--- src/rtl/lbs_pkg.sv ---
// ----------------------------------------------------------------------------
// lbs_pkg
// Shared types and constants of the letterbox bilinear scaler.
// ----------------------------------------------------------------------------
`timescale 1ns / 1ps

package lbs_pkg;

    localparam int FRAC_BITS    = 8;
    localparam int SCREEN_W     = 800;
    localparam int SCREEN_H     = 480;
    localparam int MAX_SOURCE_W = 256;
    localparam int MAX_SOURCE_H = 256;

    localparam int AX_W   = $clog2(MAX_SOURCE_W);
    localparam int AY_W   = $clog2(MAX_SOURCE_H);
    localparam int ADDR_W = AX_W + AY_W;

    localparam int SW_W = 9;
    localparam int SH_W = 9;
    localparam int BW_W = 10;
    localparam int BH_W = 9;
    localparam int OX_W = 10;
    localparam int OY_W = 9;
    localparam int CH_W = 8;
    localparam int PIX_W = 4 * CH_W;
    localparam int COL_W = 3 * CH_W;

    localparam int NUM_W = BW_W + AX_W + FRAC_BITS;
    localparam int DEN_W = BW_W;
    localparam int WF_W  = FRAC_BITS + 1;
    localparam int WT_W  = 2 * WF_W;
    localparam int ACC_W = 2 * FRAC_BITS + CH_W + 2;

    localparam logic [15:0] RECIP_255 = 16'd32897;
    localparam int          RECIP_SH  = 23;

    localparam int PADDR_W = 5;
    localparam int PDATA_W = 32;

    localparam logic [2:0] REG_SRC_W = 3'd0;
    localparam logic [2:0] REG_SRC_H = 3'd1;
    localparam logic [2:0] REG_BOX_W = 3'd2;
    localparam logic [2:0] REG_BOX_H = 3'd3;
    localparam logic [2:0] REG_ORG_X = 3'd4;
    localparam logic [2:0] REG_ORG_Y = 3'd5;

    localparam logic CMD_LOAD   = 1'b0;
    localparam logic CMD_RENDER = 1'b1;

    localparam int QDEPTH = 2;

    typedef struct packed {
        logic [SW_W-1:0] src_w;
        logic [SH_W-1:0] src_h;
        logic [BW_W-1:0] box_w;
        logic [BH_W-1:0] box_h;
    } t_cfg;

    typedef struct packed {
        logic             cmd;
        logic             drop;
        logic [AX_W-1:0]  lcol;
        logic [AY_W-1:0]  lrow;
        logic [PIX_W-1:0] rgba;
        logic [BW_W-1:0]  col;
        logic [BH_W-1:0]  row;
        logic [OX_W-1:0]  sx;
        logic [OY_W-1:0]  sy;
    } t_item;

    typedef enum logic [4:0] {
        ST_IDLE,
        ST_FIT,
        ST_FIT_DS,
        ST_FIT_DW,
        ST_PLACE,
        ST_CHECK,
        ST_MAP,
        ST_DX_DS,
        ST_DX_DW,
        ST_DY_DS,
        ST_DY_DW,
        ST_COORD,
        ST_ADDR,
        ST_MAC,
        ST_BLEND,
        ST_BMUL,
        ST_BDIV,
        ST_DONE
    } t_state;

endpackage

--- src/rtl/lbs_fifo.sv ---
// ----------------------------------------------------------------------------
// lbs_fifo
// Short queue of classified items between front and back.
// ----------------------------------------------------------------------------
`timescale 1ns / 1ps

module lbs_fifo import lbs_pkg::*; (
    input  logic  i_clk,
    input  logic  i_rst_n,
    input  logic  i_push,
    input  t_item i_item,
    output logic  o_full,
    input  logic  i_pop,
    output logic  o_valid,
    output t_item o_item
);

    localparam int PTR_W = $clog2(QDEPTH);

    t_item              r_mem [QDEPTH];
    logic [PTR_W-1:0]   r_wp;
    logic [PTR_W-1:0]   r_rp;
    logic [PTR_W:0]     r_cnt;

    assign o_full  = (r_cnt == (PTR_W+1)'(QDEPTH));
    assign o_valid = (r_cnt != '0);
    assign o_item  = r_mem[r_rp];

    always_ff @(posedge i_clk) begin
        if (i_push)
            r_mem[r_wp] <= i_item;
    end

    always_ff @(posedge i_clk) begin
        if (!i_rst_n) begin
            r_wp  <= '0;
            r_rp  <= '0;
            r_cnt <= '0;
        end else begin
            if (i_push)
                r_wp <= r_wp + PTR_W'(1);
            if (i_pop)
                r_rp <= r_rp + PTR_W'(1);
            case ({i_push, i_pop})
                2'b10:   r_cnt <= r_cnt + (PTR_W+1)'(1);
                2'b01:   r_cnt <= r_cnt - (PTR_W+1)'(1);
                default: r_cnt <= r_cnt;
            endcase
        end
    end

endmodule

--- config.mk ---
export PLATFORM = sky130hd
export DESIGN_NAME = lbs_fifo
export DESIGN_NICKNAME = d
export VERILOG_FILES = /design/src/rtl/lbs_pkg.sv /design/src/rtl/lbs_fifo.sv
export SDC_FILE = /design/constraint.sdc
export NUM_CORES = 1
export LEC_CHECK = 0
export BUFFER_PORTS_ARGS = -buffer_cell sky130_fd_sc_hd__buf_4
export CORE_UTILIZATION = 47
export DETAILED_ROUTE_END_ITERATION = 6
export GPL_TIMING_DRIVEN = 0
export PLACE_DENSITY = 0.77
export SLEW_MARGIN = 20
export SYNTH_ARGS = -nofsm -noshare
export SYNTH_HDL_FRONTEND = slang
export SYNTH_SLANG_ARGS = --single-unit
--- constraint.sdc ---
create_clock -name i_clk -period 5.75 [get_ports i_clk]
set_clock_uncertainty 0.05 [all_clocks]
set_input_delay 1.15 -clock i_clk [delete_from_list [all_inputs] [get_ports i_clk]]
set_output_delay 1.15 -clock i_clk [all_outputs]
set_load 0.005 [all_outputs]
==> metrics.yaml <==
outcome:
  status: "complete, no violations"
die:
  row_count: 42
  die_h_um: 120
  die_w_um: 120
  die_area_um2: 14500
  core_um2: 13500
  initial_core_util: 0.489
  io_pins: 182
timing:
  period_minus_slack_ns: 2.89
  report.final.hold_viol_count: 0
  maxSlewViolCount: 0
  final.period_utilization: 0.503
  relSlewSlack: 0.563
  layout_setup_ws_ns: 2.86
  tightestPinTransition_ns: 0.654
  totalNegativeSetupSlack_ns: 0
  rsz0062_at_grt: "no"
  setup_violations: 0
  whs_ns: 0.460
  max_freq_mhz: 346
routing:
  first_pass_iters: 4
  drtAntennaViolNets: 0
  wl_um: 11500
  drt-initial-drc-count: 181
  vias: 3358
  post_drt_wl_per_cell_um: 16.7
  viasPerCell: 4.87
  route.detailed.drc: 0
global_route:
  grt_usage: 0.164
  grt_pass1_vias: 3538
  grt_max_degree: 50
  grt_pass1_wl_um: 17500
  antenna_found_initial: 0
  gr-total-overflow: 0
setup_path:
  crit_path_end_kind: "output pin"
  cp.arrival_ns: 1.69
  rr_worst_depth: 2
  start_kind: "flop"
  crit_type: "flop to output pin"
  critical_path.max_fanout: 10
  worstPathRequired_ns: 4.55
power:
  p_per_area_nw_per_um2: 335
  leakagePower_uw: 0.00333
  ir_drop_mv: 0.223
layout:
  nets: 594
  layout_common_cells: "181 x buf_4, 176 x edfxtp_1, 86 x mux2_2, 17 x clkbuf_16, 6 x buf_2"
  diodes: 0
  fin_cells: 690
  layout_commonest_cell: "buf_4"
  areaGrowthSynthToFinish_pct: 34.6
  post-route-cell-area_um2: 8850
  drive_gt1_frac: 0.617
clock_tree:
  cts_root_buffer: "clkbuf_16"
  clock_tree.htree_level_count: 4
  clkSinkCount: 181
  cts_resized: 0
  numCtsBuffers: 17
  hold_buffers: 0
  postCtsSetupBuffers: 0
  clkTransAtPathRegs_ns: 0.06
  clk_latency_ns: 0.41
  clock_path_buffers: 2
  cts_tree: "built"
synthesis:
  syn_avg_cell_area_um2: 22.2
  yosysSeqAreaShare: 0.819
  synth_cell_types: 19
  netlist_area_um2: 6580
  yosysWarnings: 0
  syn_nets: 389
  synth_area_leaders: "edfxtp_1 80%, mux2_2 15%, dfxtp_1 1.5%"
  synth_top_area_cell: "edfxtp_1"
  synth.top_cell.area_share: 0.804
  ys_seq_elements: 181
  synthCells: 296
min_path:
  holdCritPathClass: "flop to flop"
  holdPathStages: 2
placement:
  dpl_worst_slack_ns: 3.07
  routabilityCongestion: 0.694
  place_area_um2: 8280
  place_inst: 658
  io_buffer_count: 181
  dp_hpwl_um: 7890
run:
  maxCapViolCount: 0
power by group:
part	internal [µW]	leakage (µW)	switching, µW	total [µW]
Sequential	1520	0.00169	16.6	1540
Clock	641	0.000272	445	1090
Combinational	204	0.00137	133	337
Total	2370	0.00333	595	2960
cell usage after synthesis:
cell type and n:
a21boi_1 1, and2_1 4, and2b_2 1, buf_2 6
buf_6 4, dfxtp_1 5, edfxtp_1 176, ha_1 1
inv_1 1, mux2_2 86, mux2_4 2, nor2_1 1
nor2b_1 1, o21a_1 1, o21ai_0 1, or2_2 1
or3_1 1, xnor2_1 2, xor2_1 1
path summary, 6_finish.rpt:
kind	from	end	slack, ns
setup / recovery	flop	o_item[57]	2.86
hold / removal	r_cnt[1]	r_cnt[1]	0.46
setup reg to reg	r_wp	r_mem[1][67]	4.06
hold reg to reg	r_cnt[1]	r_cnt[1]	0.46
kinds of logic after synthesis:
| logic type | after synthesis | share of synthesized area |
|---|---|---|
| flip-flops | 181 | 0.819 |
| AO/OA/AOI/OAI | 3 | 0.00304 |
| multiplexers | 88 | 0.152 |
| adder cells (fa/ha/maj) | 1 | 0.00190 |
| XOR/XNOR | 3 | 0.00400 |
| AND/OR/NAND/NOR | 9 | 0.00856 |
| buffers and inverters | 11 | 0.0120 |
stage by stage:
stage               power (µW)   util
global route              3070  0.658
floorplan                 1720      -
detailed placement        1910  0.616
finish                    2960  0.658
global placement          1900  0.606
CTS                       2990  0.658
area by class of cell:
| class | count | area, µm² |
|---|---|---|
| Clock inverter | 8 | 76.3 |
| Tap cell | 176 | 220 |
| Multi-Input combinational cell | 104 | 1120 |
| Sequential cell | 181 | 5390 |
| Buffer | 10 | 75.1 |
| Fill cell | 950 | 4600 |
| Inverter | 1 | 3.75 |
| Timing Repair Buffer | 186 | 1480 |
| Clock buffer | 24 | 492 |
registers in the layout, indices dropped and copies added (netlist names), named ones only:
| name | count |
|---|---|
| r_mem | 176 |
| r_cnt | 2 |
| r_rp | 1 |
| r_wp | 1 |
per-layer routing:
| layer | up-vias | global-route usage | part of all wire |
|---|---|---|---|
| met5 | - | 0 | 0 |
| met3 | 23 | 0.0575 | 0.075 |
| met1 | 1627 | 0.180 | 0.39 |
| met4 | 0 | 0.0826 | 0.024 |
| met2 | 125 | 0.280 | 0.51 |
| li1 | 1583 | - | - |
worst max-delay path: stages, from the launching register on:
cell and delay [ns]:
dfxtp_1 0.32, buf_6 0.14, buf_6 0.16, buf_6 0.17, mux2_2 0.35, buf_4 0.14
Power figures use the tool's default switching activity.
