<file path="config.mk">
export PLATFORM = sky130hd
export DESIGN_NAME = lbs_front
export DESIGN_NICKNAME = d
export VERILOG_FILES = /design/src/rtl/lbs_pkg.sv /design/src/rtl/lbs_front.sv
export SDC_FILE = /design/constraint.sdc
export NUM_CORES = 1
export LEC_CHECK = 0
export BUFFER_PORTS_ARGS = -buffer_cell sky130_fd_sc_hd__buf_2
export CORE_AREA = 3 3 107 109
export CTS_CLUSTER_SIZE = 12
export DETAILED_ROUTE_END_ITERATION = 7
export DIE_AREA = 0 0 110 112
export PLACE_DENSITY = 0.81
export RECOVER_POWER = 50
export SLEW_MARGIN = 10
export SYNTH_ARGS = -nofsm -noshare
export SYNTH_HDL_FRONTEND = slang
export SYNTH_SLANG_ARGS = --single-unit
export TNS_END_PERCENT = 5
</file>
<file path="constraint.sdc">
create_clock -name i_clk -period 3.3 [get_ports i_clk]
set_input_delay 0.495 -clock i_clk [delete_from_list [all_inputs] [get_ports i_clk]]
set_output_delay 0.495 -clock i_clk [all_outputs]
set_load 0.02 [all_outputs]
</file>
<file path="src/rtl/lbs_pkg.sv">
// ----------------------------------------------------------------------------
// lbs_pkg
// Shared types and constants of the letterbox bilinear scaler.
// ----------------------------------------------------------------------------
`timescale 1ns / 1ps

package lbs_pkg;

    localparam int FRAC_BITS    = 8;
    localparam int SCREEN_W     = 800;
    localparam int SCREEN_H     = 480;
    localparam int MAX_SOURCE_W = 256;
    localparam int MAX_SOURCE_H = 256;

    localparam int AX_W   = $clog2(MAX_SOURCE_W);
    localparam int AY_W   = $clog2(MAX_SOURCE_H);
    localparam int ADDR_W = AX_W + AY_W;

    localparam int SW_W = 9;
    localparam int SH_W = 9;
    localparam int BW_W = 10;
    localparam int BH_W = 9;
    localparam int OX_W = 10;
    localparam int OY_W = 9;
    localparam int CH_W = 8;
    localparam int PIX_W = 4 * CH_W;
    localparam int COL_W = 3 * CH_W;

    localparam int NUM_W = BW_W + AX_W + FRAC_BITS;
    localparam int DEN_W = BW_W;
    localparam int WF_W  = FRAC_BITS + 1;
    localparam int WT_W  = 2 * WF_W;
    localparam int ACC_W = 2 * FRAC_BITS + CH_W + 2;

    localparam logic [15:0] RECIP_255 = 16'd32897;
    localparam int          RECIP_SH  = 23;

    localparam int PADDR_W = 5;
    localparam int PDATA_W = 32;

    localparam logic [2:0] REG_SRC_W = 3'd0;
    localparam logic [2:0] REG_SRC_H = 3'd1;
    localparam logic [2:0] REG_BOX_W = 3'd2;
    localparam logic [2:0] REG_BOX_H = 3'd3;
    localparam logic [2:0] REG_ORG_X = 3'd4;
    localparam logic [2:0] REG_ORG_Y = 3'd5;

    localparam logic CMD_LOAD   = 1'b0;
    localparam logic CMD_RENDER = 1'b1;

    localparam int QDEPTH = 2;

    typedef struct packed {
        logic [SW_W-1:0] src_w;
        logic [SH_W-1:0] src_h;
        logic [BW_W-1:0] box_w;
        logic [BH_W-1:0] box_h;
    } t_cfg;

    typedef struct packed {
        logic             cmd;
        logic             drop;
        logic [AX_W-1:0]  lcol;
        logic [AY_W-1:0]  lrow;
        logic [PIX_W-1:0] rgba;
        logic [BW_W-1:0]  col;
        logic [BH_W-1:0]  row;
        logic [OX_W-1:0]  sx;
        logic [OY_W-1:0]  sy;
    } t_item;

    typedef enum logic [4:0] {
        ST_IDLE,
        ST_FIT,
        ST_FIT_DS,
        ST_FIT_DW,
        ST_PLACE,
        ST_CHECK,
        ST_MAP,
        ST_DX_DS,
        ST_DX_DW,
        ST_DY_DS,
        ST_DY_DW,
        ST_COORD,
        ST_ADDR,
        ST_MAC,
        ST_BLEND,
        ST_BMUL,
        ST_BDIV,
        ST_DONE
    } t_state;

endpackage

</file>
<file path="src/rtl/lbs_front.sv">
// ----------------------------------------------------------------------------
// lbs_front
// Configuration registers and input classification of the scaler.
// ----------------------------------------------------------------------------
`timescale 1ns / 1ps

module lbs_front import lbs_pkg::*; (
    input  logic               i_clk,
    input  logic               i_rst_n,
    input  logic               i_valid,
    output logic               o_ready,
    input  logic               i_command,
    input  logic [AX_W-1:0]    i_load_col,
    input  logic [AY_W-1:0]    i_load_row,
    input  logic [CH_W-1:0]    i_red_in,
    input  logic [CH_W-1:0]    i_green_in,
    input  logic [CH_W-1:0]    i_blue_in,
    input  logic [CH_W-1:0]    i_alpha_in,
    input  logic [BW_W-1:0]    i_box_col,
    input  logic [BH_W-1:0]    i_box_row,
    input  logic               psel,
    input  logic               penable,
    input  logic               pwrite,
    input  logic [PADDR_W-1:0] paddr,
    input  logic [PDATA_W-1:0] pwdata,
    output logic [PDATA_W-1:0] prdata,
    output logic               pready,
    input  logic               i_q_full,
    output logic               o_push,
    output t_item              o_item,
    output t_cfg               o_cfg
);

    logic [SW_W-1:0] r_src_w;
    logic [SH_W-1:0] r_src_h;
    logic [BW_W-1:0] r_box_w;
    logic [BH_W-1:0] r_box_h;
    logic [OX_W-1:0] r_org_x;
    logic [OY_W-1:0] r_org_y;
    logic [2:0]      idx;
    logic [OX_W:0]   sx;
    logic [OY_W:0]   sy;

    assign idx    = paddr[PADDR_W-1:2];
    assign pready = 1'b1;

    always_ff @(posedge i_clk) begin
        if (!i_rst_n) begin
            r_src_w <= SW_W'(1);
            r_src_h <= SH_W'(1);
            r_box_w <= BW_W'(1);
            r_box_h <= BH_W'(1);
            r_org_x <= '0;
            r_org_y <= '0;
        end else if (psel && penable && pwrite) begin
            case (idx)
                REG_SRC_W: r_src_w <= pwdata[SW_W-1:0];
                REG_SRC_H: r_src_h <= pwdata[SH_W-1:0];
                REG_BOX_W: r_box_w <= pwdata[BW_W-1:0];
                REG_BOX_H: r_box_h <= pwdata[BH_W-1:0];
                REG_ORG_X: r_org_x <= pwdata[OX_W-1:0];
                REG_ORG_Y: r_org_y <= pwdata[OY_W-1:0];
                default: ;
            endcase
        end
    end

    always_comb begin
        case (idx)
            REG_SRC_W: prdata = PDATA_W'(r_src_w);
            REG_SRC_H: prdata = PDATA_W'(r_src_h);
            REG_BOX_W: prdata = PDATA_W'(r_box_w);
            REG_BOX_H: prdata = PDATA_W'(r_box_h);
            REG_ORG_X: prdata = PDATA_W'(r_org_x);
            REG_ORG_Y: prdata = PDATA_W'(r_org_y);
            default:   prdata = '0;
        endcase
    end

    // clamp source sizes into 1..max
    always_comb begin
        o_cfg.box_w = r_box_w;
        o_cfg.box_h = r_box_h;
        if (r_src_w == '0)
            o_cfg.src_w = SW_W'(1);
        else if (r_src_w > SW_W'(MAX_SOURCE_W))
            o_cfg.src_w = SW_W'(MAX_SOURCE_W);
        else
            o_cfg.src_w = r_src_w;
        if (r_src_h == '0)
            o_cfg.src_h = SH_W'(1);
        else if (r_src_h > SH_W'(MAX_SOURCE_H))
            o_cfg.src_h = SH_W'(MAX_SOURCE_H);
        else
            o_cfg.src_h = r_src_h;
    end

    assign sx = {1'b0, r_org_x} + (OX_W+1)'(i_box_col);
    assign sy = {1'b0, r_org_y} + (OY_W+1)'(i_box_row);

    assign o_ready = !i_q_full;
    assign o_push  = i_valid && !i_q_full;

    always_comb begin
        o_item.cmd  = i_command;
        o_item.lcol = i_load_col;
        o_item.lrow = i_load_row;
        o_item.rgba = {i_red_in, i_green_in, i_blue_in, i_alpha_in};
        o_item.col  = i_box_col;
        o_item.row  = i_box_row;
        o_item.sx   = sx[OX_W-1:0];
        o_item.sy   = sy[OY_W-1:0];
        o_item.drop = (r_box_w == '0) || (r_box_h == '0) ||
                      (i_box_col >= r_box_w) || (i_box_row >= r_box_h) ||
                      (sx >= (OX_W+1)'(SCREEN_W)) || (sy >= (OY_W+1)'(SCREEN_H));
    end

endmodule

</file>
==> out/results.ini <==
[status]
outcome=complete, no violations

[pwr]
ir_drop_uv=184
powerDensity_nw_per_um2=272
power_mw=1.38
leakage_nw=2.16

[clocking]
cts.sinks=56
clkTransAtPathRegs_ns=0.11
numCtsBuffers=5
clockBufferDepth=2
cts_tree=yes
cts_root_buf=clkbuf_8
insertion_delay_ns=0.31
ctsHoldBuffers=0
cts.htree.levels=2

[synthesis]
synth_simple_gate_area_share_pct=16.6
synth.avg_cell_area_um2=8.73
yosysMostFrequentCell=buf_4
synth_top_family_by_area=buffers and inverters
synthAdderAreaFrac_pct=10.9
ys_seq_area_share_pct=23.6
async_reset_ff_share_pct=0
synth_edf_count=0
synth_area_um2=4750
yosysTopAreaCell=dfxtp_1
synth_compound_area_share_pct=10.5
yosysUniqueCellTypes=50
synthCells=544
synth_xor_area_share_pct=3.13
ys_seq_elements=56
synthMuxAreaShare_pct=16.5
synthTopCellsByArea=dfxtp_1 (24%), buf_4 (14%), mux2i_1 (14%), ha_1 (10%), nor2b_1 (9.3%)
yosysWarnings=0
synth-main-ff-cell=dfxtp_1
synth_common_cells=buf_4 (91), nor2b_1 (71), mux2i_1 (68)
synth_top_area_share_pct=23.6

[floorplanning]
die_area_um2=12300
start_util_pct=44.4
rows=38
fp.coreArea_um2=10700
fp.dieW_um=110
die_y_um=112
boundaryPins=272

[global_routing]
antenna_found_initial=0
gr-total-overflow=0
grt_usage_pct=20.8
grt_pass1_wl_um=20200
grt_pass1_vias=3963
grt_max_degree=57

[worst_setup_path]
crit_arrival_ns=2.76
start_kind=flip-flop
max_stage_delay_ns=0.44
cp-end-kind=output pin
crit_chain=ha_4, inv_2, fa_2, nand2b_4, a2111o_1, nand2_2, nand3_1, o31a_1, a311oi_2, o211ai_1, buf_4
cp.required_ns=2.80
critical_path_class=reg2out
critPathMaxFanout=2
cp_slowest_cell=a2111o_1

[drt]
drt_iter0_drc=216
post_drt_wl_per_cell_um=18.0
ant_nets=0
routed_wl_um=13300
dr_total_vias=4046
drc=0
first_pass_iters=5
vias_per_cell=5.49

[timing]
final-hold-violation-count=0
post-route-period-util_pct=98.8
slew_viol_final=0
tightest_slew_ns=1.26
max_slew_margin_pct=15.9
finClkSkew_ns=0
setup_tns_ns=0
clock.fmax_ghz=0.307
finalSetupViolations=0
rsz0062_at_grt=false
finalCriticalPeriod_ns=3.26

[placement]
portBuffers=126
finalWeightedCongestion=0.887
dpl.hpwl_um=10400

[finish]
num-nets-final=748
syn2layout_area_growth_pct=6.58
drive_gt1_share_pct=21.8
antenna_cells=0
post-route-util_pct=47.3

[job]
maxCapViolCount=0

[hold_path]
hp-class=in2reg

final cells by class:
cell class                 instances  area [µm²]
clock buffer                       6        72.6
clock inverter                     2        16.3
fill                            1059        5630
inverter                          29         109
multi-input combinational        366        2900
sequential                        56        1130
tap                              140         175
timing repair buffer             138         667
routing by layer:
metal / vias up / wire (µm) / global-route usage (%) / part of all wire, %
li1: 1863 / - / - / -
met1: 1928 / 5110 / 24.1 / 39
met2: 177 / 6730 / 36.8 / 51
met3: 78 / 732 / 3.25 / 5.5
met4: 0 / 692 / 9.64 / 5.2
met5: - / 0 / 0 / 0
kinds of logic (layout without fill, tap and decap cells):
| group | count (synthesis) | in the layout |
|---|---|---|
| buffers and inverters | 143 | 175 |
| AOI/OAI and AO/OA | 71 | 71 |
| other | 2 | 23 |
| and+or+nand+nor | 141 | 141 |
| adders and majority gates | 40 | 40 |
| xor gates and xnor gates | 17 | 17 |
| muxes | 74 | 74 |
| DFF | 56 | 56 |
state kept, by name, indices dropped and copies added (netlist names):
| register | flops |
|---|---|
| r_box_h | 9 |
| r_org_x | 10 |
| r_org_y | 9 |
| r_src_h | 9 |
| r_src_w | 9 |
| r_box_w | 10 |
metrics by stage:
step / hold slack (ns) / setup slack [ns] / instance area, µm² / instances
2_1_floorplan: 0.468 / 0.162 / 4830 / 565
3_3_place_gp: 0.518 / 0.0280 / 4900 / 721
3_5_place_dp: 0.528 / -0.0890 / 4900 / 721
4_1_cts: 0.474 / -0.0158 / 5080 / 734
5_1_grt: 0.499 / 0.00443 / 5060 / 737
6_report: 0.471 / 0.0410 / 5060 / 737
critical path, delay by kind of cell (launching register included):
family,cells,cell delay [ns]
AO/OA/AOI/OAI,4,1.02
adder cells (fa/ha/maj),2,0.49
buffers and inverters,2,0.21
flip-flops,1,0.39
AND/OR/NAND/NOR,3,0.34
worst paths after layout:
path	start	end	slack, ns	cells after the start
max	r_org_x[0]	o_item[86]	0.04	11
min	pwdata[9]	r_box_w[9]	0.47	3
max reg2reg	r_src_h[8]	r_src_h[8]	2.40	2
min reg2reg	r_src_h[0]	r_src_h[0]	0.56	2
cell usage in the layout (no fill, tap or decap), types with 11 or more instances in the layout:
| master | Yosys | final |
|---|---|---|
| xnor2_1 | 11 | 11 |
| dfxtp_1 | 56 | 54 |
| buf_2 | 7 | 83 |
| clkbuf_1 | 12 | 44 |
| a21oi_1 | 19 | 19 |
| mux2i_1 | 68 | 68 |
| inv_1 | 29 | 28 |
| nor2_1 | 24 | 24 |
| ha_1 | 38 | 36 |
| nor2b_1 | 71 | 71 |
| conb_1 | 2 | 23 |
| buf_4 | 91 | 12 |
where the power goes:
part	switching (mW)	internal (mW)
clock	0.232	0.152
sequential	0.00702	0.680
combinational	0.200	0.107
total	0.439	0.938
what timing repair did:
item,in CTS,in global routing
resized for setup,11,4
setup endpoints to repair,1,1
pin swaps,6,9
buffers inserted,5,3
No activity file was read; power rests on OpenSTA's default activity.
